$ cat src/design/suis_pkg.sv
// shared types and constants for the sorted unique id set
package suis_pkg;

    localparam int CAPACITY = 64;
    localparam int ADDR_W   = (CAPACITY > 1) ? $clog2(CAPACITY) : 1;
    localparam int CNT_W    = $clog2(CAPACITY + 1);
    localparam int ID_W     = 32;
    localparam int COUNT_W  = 7;
    localparam int POS_W    = 6;

    localparam logic OP_ADD    = 1'b0;
    localparam logic OP_REMOVE = 1'b1;

    typedef enum logic [2:0] {
        RES_ADDED   = 3'd0,
        RES_PRESENT = 3'd1,
        RES_REMOVED = 3'd2,
        RES_ABSENT  = 3'd3,
        RES_FULL    = 3'd4
    } res_status_t;

    typedef struct packed {
        logic                   op;
        logic signed [ID_W-1:0] member_id;
    } item_t;

    typedef struct packed {
        res_status_t        status;
        logic [COUNT_W-1:0] count;
        logic [POS_W-1:0]   position;
    } result_t;

    // controller to datapath
    typedef struct packed {
        logic        start_search;
        logic        start_up;
        logic        start_down;
        logic        write_new;
        logic        inc_count;
        logic        dec_count;
        logic        load_out;
        logic        zero_pos;
        res_status_t res_status;
    } cmd_t;

    // datapath to controller
    typedef struct packed {
        logic busy;
        logic found;
        logic full;
        logic out_free;
        logic op_remove;
    } dp_status_t;

endpackage

$ cat src/design/suis_datapath.sv
// datapath: entry memory, scan and shift engine, count and result registers
module suis_datapath (
    input  logic                aclk,
    input  logic                aresetn,
    input  suis_pkg::item_t     s_item,
    input  suis_pkg::cmd_t      cmd,
    output suis_pkg::dp_status_t status,
    input  logic                m_ready,
    output logic                m_valid,
    output suis_pkg::result_t   m_result
);
    import suis_pkg::*;

    typedef enum logic [1:0] {
        MODE_IDLE,
        MODE_SEARCH,
        MODE_UP,
        MODE_DOWN
    } mode_t;

    logic [ID_W-1:0] entries_mem [CAPACITY];

    mode_t             mode_reg, mode_next;
    logic [CNT_W-1:0]  src_reg, src_next;
    logic [CNT_W-1:0]  rem_reg, rem_next;
    logic              rvalid_reg, rvalid_next;
    logic [ADDR_W-1:0] rd_src_reg, rd_src_next;
    logic [ID_W-1:0]   rdata_reg;
    logic [CNT_W-1:0]  pos_reg, pos_next;
    logic              found_reg, found_next;
    logic [CNT_W-1:0]  count_reg, count_next;
    item_t             item_reg, item_next;
    result_t           out_reg, out_next;
    logic              out_valid_reg, out_valid_next;

    logic              rd_en;
    logic              search_hit;
    logic              wb_en;
    logic [ADDR_W-1:0] wb_addr;

    assign search_hit = rvalid_reg && ($signed(rdata_reg) >= item_reg.member_id);
    assign wb_en      = rvalid_reg && (mode_reg == MODE_UP || mode_reg == MODE_DOWN);
    assign wb_addr    = (mode_reg == MODE_UP) ? rd_src_reg + ADDR_W'(1)
                                              : rd_src_reg - ADDR_W'(1);

    always_comb begin
        mode_next   = mode_reg;
        src_next    = src_reg;
        rem_next    = rem_reg;
        rvalid_next = 1'b0;
        rd_src_next = rd_src_reg;
        pos_next    = pos_reg;
        found_next  = found_reg;
        item_next   = item_reg;
        rd_en       = 1'b0;
        if (cmd.start_search) begin
            item_next = s_item;
            mode_next = MODE_SEARCH;
            src_next  = '0;
            rem_next  = count_reg;
        end else if (cmd.start_up) begin
            // move from the top down so nothing is overwritten early
            mode_next = MODE_UP;
            src_next  = count_reg - CNT_W'(1);
            rem_next  = count_reg - pos_reg;
        end else if (cmd.start_down) begin
            mode_next = MODE_DOWN;
            src_next  = pos_reg + CNT_W'(1);
            rem_next  = count_reg - pos_reg - CNT_W'(1);
        end else if (mode_reg != MODE_IDLE) begin
            if (mode_reg == MODE_SEARCH && search_hit) begin
                mode_next  = MODE_IDLE;
                pos_next   = CNT_W'(rd_src_reg);
                found_next = (rdata_reg == item_reg.member_id);
            end else if (rem_reg == '0 && !rvalid_reg) begin
                mode_next = MODE_IDLE;
                if (mode_reg == MODE_SEARCH) begin
                    pos_next   = count_reg;
                    found_next = 1'b0;
                end
            end else if (rem_reg != '0) begin
                rd_en       = 1'b1;
                rvalid_next = 1'b1;
                rd_src_next = src_reg[ADDR_W-1:0];
                rem_next    = rem_reg - CNT_W'(1);
                src_next    = (mode_reg == MODE_UP) ? src_reg - CNT_W'(1)
                                                    : src_reg + CNT_W'(1);
            end
        end
    end

    always_comb begin
        count_next = count_reg;
        if (cmd.inc_count) begin
            count_next = count_reg + CNT_W'(1);
        end else if (cmd.dec_count) begin
            count_next = count_reg - CNT_W'(1);
        end
    end

    always_comb begin
        out_next       = out_reg;
        out_valid_next = out_valid_reg;
        if (out_valid_reg && m_ready) begin
            out_valid_next = 1'b0;
        end
        if (cmd.load_out) begin
            out_next.status   = cmd.res_status;
            out_next.count    = COUNT_W'(count_reg);
            out_next.position = cmd.zero_pos ? '0 : POS_W'(pos_reg);
            out_valid_next    = 1'b1;
        end
    end

    always_ff @(posedge aclk) begin
        if (!aresetn) begin
            mode_reg      <= MODE_IDLE;
            rvalid_reg    <= 1'b0;
            count_reg     <= '0;
            out_valid_reg <= 1'b0;
        end else begin
            mode_reg      <= mode_next;
            rvalid_reg    <= rvalid_next;
            count_reg     <= count_next;
            out_valid_reg <= out_valid_next;
        end
        src_reg    <= src_next;
        rem_reg    <= rem_next;
        rd_src_reg <= rd_src_next;
        pos_reg    <= pos_next;
        found_reg  <= found_next;
        item_reg   <= item_next;
        out_reg    <= out_next;
    end

    // entry memory: one write port, one registered read port
    always_ff @(posedge aclk) begin
        if (wb_en) begin
            entries_mem[wb_addr] <= rdata_reg;
        end else if (cmd.write_new) begin
            entries_mem[pos_reg[ADDR_W-1:0]] <= item_reg.member_id;
        end
        if (rd_en) begin
            rdata_reg <= entries_mem[src_reg[ADDR_W-1:0]];
        end
    end

    assign status.busy      = (mode_reg != MODE_IDLE);
    assign status.found     = found_reg;
    assign status.full      = (count_reg == CNT_W'(CAPACITY));
    assign status.out_free  = !out_valid_reg || m_ready;
    assign status.op_remove = (item_reg.op == OP_REMOVE);

    assign m_valid  = out_valid_reg;
    assign m_result = out_reg;

    a_new_not_during_shift: assert property (@(posedge aclk) disable iff (!aresetn)
        cmd.write_new |-> !wb_en && mode_reg == MODE_IDLE)
        else $error("new entry written while shift engine active");

    a_no_overfill: assert property (@(posedge aclk) disable iff (!aresetn)
        cmd.inc_count |-> count_reg < CNT_W'(CAPACITY))
        else $error("count incremented past capacity");

    a_no_underflow: assert property (@(posedge aclk) disable iff (!aresetn)
        cmd.dec_count |-> count_reg != '0 && found_reg)
        else $error("count decremented without a held entry");

    a_no_result_overwrite: assert property (@(posedge aclk) disable iff (!aresetn)
        cmd.load_out |-> !out_valid_reg || m_ready)
        else $error("pending result overwritten");

endmodule

$ cat src/design/suis_ctrl.sv
// controller: sequences search, shift when needed, and result for each word
module suis_ctrl (
    input  logic                 aclk,
    input  logic                 aresetn,
    input  logic                 s_valid,
    output logic                 s_ready,
    input  suis_pkg::dp_status_t status,
    output suis_pkg::cmd_t       cmd
);
    import suis_pkg::*;

    typedef enum logic [2:0] {
        S_IDLE,
        S_SEARCH,
        S_DECIDE,
        S_SHIFT,
        S_RESULT
    } state_t;

    state_t      state_reg, state_next;
    res_status_t res_reg, res_next;
    logic        zero_reg, zero_next;

    always_comb begin
        state_next       = state_reg;
        res_next         = res_reg;
        zero_next        = zero_reg;
        s_ready          = 1'b0;
        cmd              = '0;
        cmd.res_status   = res_reg;
        cmd.zero_pos     = zero_reg;
        case (state_reg)
            S_IDLE: begin
                s_ready = 1'b1;
                if (s_valid) begin
                    cmd.start_search = 1'b1;
                    state_next       = S_SEARCH;
                end
            end
            S_SEARCH: begin
                if (!status.busy) begin
                    state_next = S_DECIDE;
                end
            end
            S_DECIDE: begin
                if (!status.op_remove) begin
                    if (status.found) begin
                        res_next   = RES_PRESENT;
                        zero_next  = 1'b0;
                        state_next = S_RESULT;
                    end else if (status.full) begin
                        res_next   = RES_FULL;
                        zero_next  = 1'b1;
                        state_next = S_RESULT;
                    end else begin
                        cmd.start_up = 1'b1;
                        state_next   = S_SHIFT;
                    end
                end else begin
                    if (status.found) begin
                        cmd.start_down = 1'b1;
                        state_next     = S_SHIFT;
                    end else begin
                        res_next   = RES_ABSENT;
                        zero_next  = 1'b1;
                        state_next = S_RESULT;
                    end
                end
            end
            S_SHIFT: begin
                if (!status.busy) begin
                    zero_next  = 1'b0;
                    state_next = S_RESULT;
                    if (!status.op_remove) begin
                        cmd.write_new = 1'b1;
                        cmd.inc_count = 1'b1;
                        res_next      = RES_ADDED;
                    end else begin
                        cmd.dec_count = 1'b1;
                        res_next      = RES_REMOVED;
                    end
                end
            end
            S_RESULT: begin
                if (status.out_free) begin
                    cmd.load_out = 1'b1;
                    state_next   = S_IDLE;
                end
            end
            default: begin
                state_next = S_IDLE;
            end
        endcase
    end

    always_ff @(posedge aclk) begin
        if (!aresetn) begin
            state_reg <= S_IDLE;
            res_reg   <= RES_ADDED;
            zero_reg  <= 1'b0;
        end else begin
            state_reg <= state_next;
            res_reg   <= res_next;
            zero_reg  <= zero_next;
        end
    end

    a_accept_only_when_quiet: assert property (@(posedge aclk) disable iff (!aresetn)
        s_ready |-> !status.busy)
        else $error("word accepted while engine busy");

    a_shift_follows_start: assert property (@(posedge aclk) disable iff (!aresetn)
        (cmd.start_up || cmd.start_down) |=> state_reg == S_SHIFT && status.busy)
        else $error("shift engine did not start");

endmodule

$ cat src/design/sorted_unique_id_set.sv
// sorted unique id set: top level joining controller and datapath
// search and shift: the scan stops at the first id not below the word's id and the shift
//   only moves the entries past it, so together they cover the set once
// throughput: one word at a time; the next word is taken once the result is registered,
//   and a result stalled by m_ready holds the controller's next result step until it frees
// reset: aresetn synchronous active low clears count, engine and handshake state;
//   entry memory is not cleared, entries at or beyond count are never read
module sorted_unique_id_set (
    input  logic               aclk,
    input  logic               aresetn,
    input  logic               s_valid,
    output logic               s_ready,
    input  suis_pkg::item_t    s_item,
    output logic               m_valid,
    input  logic               m_ready,
    output suis_pkg::result_t  m_result
);
    import suis_pkg::*;

    // command and status between controller and datapath
    cmd_t       cmd;
    dp_status_t dp_status;

    // controller: one word in flight, search then shift when needed then result
    suis_ctrl u_ctrl (
        .aclk    (aclk),
        .aresetn (aresetn),
        .s_valid (s_valid),
        .s_ready (s_ready),
        .status  (dp_status),
        .cmd     (cmd)
    );

    // datapath: memory, scan/shift engine, output register
    suis_datapath u_datapath (
        .aclk     (aclk),
        .aresetn  (aresetn),
        .s_item   (s_item),
        .cmd      (cmd),
        .status   (dp_status),
        .m_ready  (m_ready),
        .m_valid  (m_valid),
        .m_result (m_result)
    );

endmodule
$ cat config.mk
export PLATFORM = sky130hd
export DESIGN_NAME = sorted_unique_id_set
export DESIGN_NICKNAME = d
export VERILOG_FILES = /design/src/design/suis_pkg.sv /design/src/design/suis_datapath.sv /design/src/design/suis_ctrl.sv /design/src/design/sorted_unique_id_set.sv
export SDC_FILE = /design/constraint.sdc
export NUM_CORES = 2
export LEC_CHECK = 0
export BUFFER_PORTS_ARGS = -buffer_cell sky130_fd_sc_hd__buf_2
export CORE_MARGIN = 4
export CORE_UTILIZATION = 57
export DETAILED_ROUTE_END_ITERATION = 12
export GPL_TIMING_DRIVEN = 0
export PLACE_DENSITY = 0.76
export SYNTH_ARGS = -nofsm -noshare
export SYNTH_HDL_FRONTEND = slang
export SYNTH_SLANG_ARGS = --single-unit
$ cat constraint.sdc
create_clock -name aclk -period 4.8 [get_ports aclk]
set_input_delay 1.2 -clock aclk [delete_from_list [all_inputs] [get_ports aclk]]
set_output_delay 1.2 -clock aclk [all_outputs]
set_load 0.02 [all_outputs]
# Yosys cells after proc, flatten, opt, wreduce, memory -nomap -nowiden
# Memory sizes are Yosys's and may differ from the RTL's. A register that Yosys moved wholly into a read port is not among the register bits.
# Index checks and enable logic that the tools add are counted.
[totals]
output_inout_bits = 18
regBits = 95
word_cells = 173
mem_count = 1
in_bits = 37
ram_bits = 2048
[classes]
order_cmp = 1
muxes = 83
eq_ne = 19
bitwise = 6
reduce_logical = 34
add_sub_neg = 10
[memory_table]
columns = ["memory", "words", "width", "rd", "rd_clocked_by_memory_dff", "write_ports", "line_no", "source"]
rows = [
  ["u_datapath.entries_mem", 64, 32, 1, 1, 1, "suis_datapath.sv:21", "logic [ID_W-1:0] entries_mem [CAPACITY];"],
]
[op_table]
columns = ["cell", "n"]
rows = [
  ["$mux 7", 18],
  ["$mux 3", 15],
  ["$mux 1", 35],
  ["$eq 32x32->1", 1],
  ["$ge 32x32->1", 1],
  ["$mux 32", 1],
  ["$reduce_or 32->1", 1],
  ["$sub 7x1->7 const B", 4],
  ["$add 7x1->7 const B", 3],
  ["$mux 6", 3],
  ["$mux 2", 8],
  ["$reduce_and 4->1", 4],
  ["$pmux 3 s5", 1],
  ["$reduce_bool 2->1", 6],
  ["$reduce_bool 4->1", 3],
  ["$ne 3x3->1 const B", 3],
  ["$ne 2x2->1 const B", 4],
  ["$ne 4x4->1 const B", 2],
  ["$eq 7x7->1 const B", 1],
  ["$logic_not 7->1", 1],
  ["$reduce_and 7->1", 1],
  ["$reduce_bool 7->1", 1],
  ["$sub 7x7->7", 1],
  ["$add 6x1->6 const B", 1],
  ["19 further kinds", 34],
]

# Depth between registers and ports, before layout
[depth]
depth_word = 8
depth_mapped = 13
depth_no_buf = 12

# Modules after synthesis
# From an unflattened synthesis, not the netlist that was laid out.
[unflattened]
cells_unflattened = 3665
hier_area_um2 = 84747.5
[modules_own_cells]
columns = ["mod", "area_per_inst_um2", "seq_area_each_um2", "n_inst", "cells_per_inst"]
rows = [
  ["suis_datapath", 84312.1, 64902.2, 1, 3612],
  ["suis_ctrl", 435.4, 140.1, 1, 53],
]

# Worst setup path after synthesis
# OpenSTA, ideal clock, no wires.
[synth_timing]
path_kind = "reg-to-reg"
start = "reg u_datapath.mode_reg[1]"
end = "mem u_datapath.entries_mem[48][0], enable pin"
stages_incl_launch_ff = 10
setup_slack_ns = -0.472
required_ns = 4.339
arrival_time_ns = 4.811
path_buffers = 0
setup_time_ns = 0.461
period_less_slack_ns = 5.272
cell_sequence = "dfxtp_1 -> nor2b_1 -> inv_1 -> ha_1 -> nor2b_1 -> o21ai_0 -> a21boi_0 -> o31ai_1 -> nand2_1 -> nor3_1"
[synth_via]
elab_chain_len = 8
elab_cells_between_ends = 16
cone_classes = "eq/ne: 2; mux: 10; reduce/logical: 4"
[synth_lines]
columns = ["element", "line_no", "source"]
rows = [
  ["from (decl)", "suis_datapath.sv:23", "mode_t mode_reg, mode_next;"],
  ["from (signal assigned)", "suis_datapath.sv:122", "mode_reg <= mode_next;"],
  ["$reduce_bool 2->1", "suis_datapath.sv:148", "assign status.busy = (mode_reg != MODE_IDLE);"],
  ["$mux 3", "suis_ctrl.sv:71", "if (!status.busy) begin"],
  ["$mux 3", "suis_ctrl.sv:32", "case (state_reg)"],
  ["$mux 1", "suis_datapath.sv:140", "end else if (cmd.write_new) begin"],
  ["$mux 1", "suis_datapath.sv:138", "if (wb_en) begin"],
  ["$mux 1 (not written as such)", "suis_datapath.sv:141", "entries_mem[pos_reg[ADDR_W-1:0]] <= item_reg.member_id;"],
  ["$reduce_or 32->1 (no line)", "-", ""],
  ["$mux 6 (no line) or $mux 1 (tied branches)", "-", ""],
  ["to (decl)", "suis_datapath.sv:21", ""],
]
# Several ways; a longest one is shown, not always the timed one.

# Worst setup path after layout
[layout_timing]
start = "reg u_datapath.mode_reg[1]"
end = "mem u_datapath.entries_mem[12][12], enable pin"
# The elaborated chain is that of the path after synthesis.

==> impl_metrics.env <==
export IMPL_status="finished with violations"
export IMPL_violations="setup timing"
export IMPL_root_buffer="clkbuf_16"
export IMPL_mostFrequentLayoutCells="2150 x edfxtp_1, 665 x mux4_2, 206 x clkbuf_16"
export IMPL_start_util_pct=57.7
export IMPL_postSynth_asyncResetShare_pct=0
export IMPL_die_x_um=393
export IMPL_wl_um=254000
export IMPL_rsz0062_at_grt="true"
export IMPL_synth_avg_cell_area_um2=23.3
export IMPL_gp_congestion=0.933
export IMPL_path_max_fanout=13
export IMPL_die_area_um2=154000
export IMPL_fin_setup_tns_ns=-60.97
export IMPL_grt_pass1_vias=45400
export IMPL_grt_usage_pct=32.7
export IMPL_tightest_slew_ns=1.48
export IMPL_slew_headroom_pct=1.43
export IMPL_antenna_found_initial=19
export IMPL_fin_nets=4238
export IMPL_grt_max_degree=49
export IMPL_clk_pin_slew_ns=0.07
export IMPL_arrival_ns=5.75
export IMPL_syn_to_final_growth_pct=16.4
export IMPL_fp_row_count=140
export IMPL_max_freq_mhz=192
export IMPL_synth_cells=3624
export IMPL_vias=45700
export IMPL_hp_class="flip-flop to flip-flop"
export IMPL_utilization_pct=67.1
export IMPL_wl_per_cell_um=40.8
export IMPL_reg2reg_slack_ns=-0.42
export IMPL_largest_reg_flops=2048
export IMPL_ctsHoldBuffers=0
export IMPL_worst_slack_ns=-0.417
export IMPL_coreArea_um2=146000
export IMPL_power_leakage_nw=30.8
export IMPL_irDropWorstVdd_mv=0.476
export IMPL_synth_enable_flop_cells=2150
export IMPL_synth_yosys_seq_area_share_pct=77.0
export IMPL_rr_worst_depth=10
export IMPL_maxCapViolCount=0
export IMPL_cellPowerDensity_nw_per_um2=542
export IMPL_timing_final_crit_share_pct=109
export IMPL_drive_gt1_share_pct=33.3
export IMPL_overflow=0
export IMPL_numCtsBuffers=204
export IMPL_startpoint_type="flip-flop"
export IMPL_cts_tree="done"
export IMPL_clkLatencyLatePin_ns=0.85
export IMPL_yosysWarningCount=0
export IMPL_dr_pass1_iters=8
export IMPL_place_port_buffers=54
export IMPL_power_total_mw=53.3
export IMPL_syn_nets=3715
export IMPL_slew_viol_final=0
export IMPL_drc=0
export IMPL_clock_sinks=2174
export IMPL_hold_path_depth=0
export IMPL_layout_commonest_cell="edfxtp_1"
export IMPL_antenna_left=0
export IMPL_clock_skew_final_ns=0.0390
export IMPL_io_pins=55
export IMPL_die_y_um=393
export IMPL_place_area_um2=90900
export IMPL_fillers=8458
export IMPL_synth_distinct_cells=60
export IMPL_ys_ff_latch=2174
export IMPL_clk_path_buf_depth=3
export IMPL_place_ws_ns=-0.727
export IMPL_worstPathRequired_ns=5.33
export IMPL_viasPerCell=7.32
export IMPL_grt_pass1_wl_um=347000
export IMPL_synth_area_um2=84500
export IMPL_finalCriticalPeriod_ns=5.22
export IMPL_synth_top_flop_cell="edfxtp_1"
export IMPL_drt_iter0_markers=8662
export IMPL_design_area_um2=98300
export IMPL_dpl_hpwl_um=147000
export IMPL_htreeDepth=4
export IMPL_setup_violations=495
export IMPL_critPathKind="flip-flop to flip-flop"
export IMPL_endpoint_kind="flip-flop"
export IMPL_hold_viol=0
[kinds of logic after synthesis]
logic type / after synthesis / share of synthesized area, %
flip-flops: 2174 / 77.0
multiplexers: 690 / 18.0
AND/OR/NAND/NOR: 277 / 1.49
buffers and inverters: 231 / 1.11
AO/OA/AOI/OAI: 169 / 1.23
adder cells (fa/ha/maj): 54 / 0.827
XOR/XNOR: 29 / 0.301
[metal layers]
metal  up-vias  GRT usage [%]  part of all wire [%]
met5         -              0                 0.032
met3      1074           10.6                    15
met4        10           17.3                   6.9
met2      4706           50.3                    47
li1      16600              -                     -
met1     23300           42.1                    31
[cells in the mapped netlist (3+ instances only)]
| cell | number | share of area [%] |
|---|---|---|
| mux2i_1 | 13 | 0.15 |
| and2_1 | 3 | 0.022 |
| o21ai_0 | 73 | 0.43 |
| xnor2_1 | 17 | 0.18 |
| nand2_1 | 97 | 0.43 |
| ha_1 | 51 | 0.76 |
| nor2_1 | 70 | 0.31 |
| nand3_1 | 17 | 0.10 |
| mux4_2 | 665 | 18 |
| fa_1 | 3 | 0.071 |
| o21a_1 | 6 | 0.053 |
| nand2b_1 | 4 | 0.030 |
| dfxtp_1 | 24 | 0.57 |
| and3_1 | 5 | 0.037 |
| a211oi_1 | 6 | 0.053 |
| buf_4 | 6 | 0.053 |
| edfxtp_1 | 2150 | 76 |
| buf_1 | 42 | 0.19 |
| a21boi_0 | 3 | 0.027 |
| o211ai_1 | 7 | 0.062 |
| nor2b_1 | 11 | 0.081 |
| nor4_1 | 5 | 0.037 |
| nor3b_1 | 3 | 0.027 |
| inv_1 | 51 | 0.23 |
| a31oi_1 | 3 | 0.022 |
| o31ai_1 | 4 | 0.036 |
| xor2_1 | 12 | 0.12 |
| clkbuf_1 | 94 | 0.42 |
| a21oi_1 | 36 | 0.21 |
| a21o_1 | 7 | 0.062 |
| buf_2 | 37 | 0.22 |
| mux2_2 | 12 | 0.16 |
| nand4_1 | 4 | 0.030 |
| nor3_1 | 47 | 0.28 |
[critical path, stage by stage (launching register included)]
cell	delay, ns
dfxtp_1	0.39
or2_2	0.32
clkbuf_1	0.21
nor2_1	0.19
nand2_1	0.25
clkbuf_1	0.32
o21ai_0	0.64
nand3_1	1.04
nor2_4	1.05
buf_16	0.26
buf_16	0.19
[through the flow]
step | hold slack [ns] | cells
final | 0.440 | 6242
after global routing | 0.453 | 6238
after CTS | 0.442 | 6204
after detailed placement | 0.427 | 5778
after global placement | 0.412 | 5595
after floorplan | 0.406 | 3624
[final cells by class]
cell class              count  area (um2)  area share [%]
inverters                  52         196           0.200
flip-flops and latches   2174       65000            66.2
well taps                1917        2400            2.44
multi-input cells        1224       19500            19.9
diodes                      4        10.0          0.0102
clock inverters           121        1080            1.10
clock buffers             259        5350            5.45
repair buffers            312        3900            3.96
plain buffers             179         771           0.784
[power by group]
group	internal [mW]	leakage (nW)	total, mW	switching (mW)
Clock	8.77	3.11	16.0	7.23
Sequential	22.5	19.6	22.7	0.194
Combinational	5.69	8.13	14.6	8.91
[worst paths after layout]
check	from	end
setup / recovery	u_datapath.mode_reg[1]	u_datapath.entries_mem[12][12]
hold / removal	u_ctrl.res_reg[2]	u_datapath.m_result[15]
setup reg to reg	u_datapath.mode_reg[1]	u_datapath.entries_mem[12][12]
hold reg to reg	u_ctrl.res_reg[2]	u_datapath.m_result[15]
[timing repair]
item | in CTS | in global routing
gates resized for setup | 25 | 31
hold endpoints to repair | 0 | 0
cloned | 4 | 1
pin swaps | 19 | 12
buffers inserted | 42 | 33
setup endpoints to repair | 1575 | 1410
No activity file was read; power rests on OpenSTA's default activity.
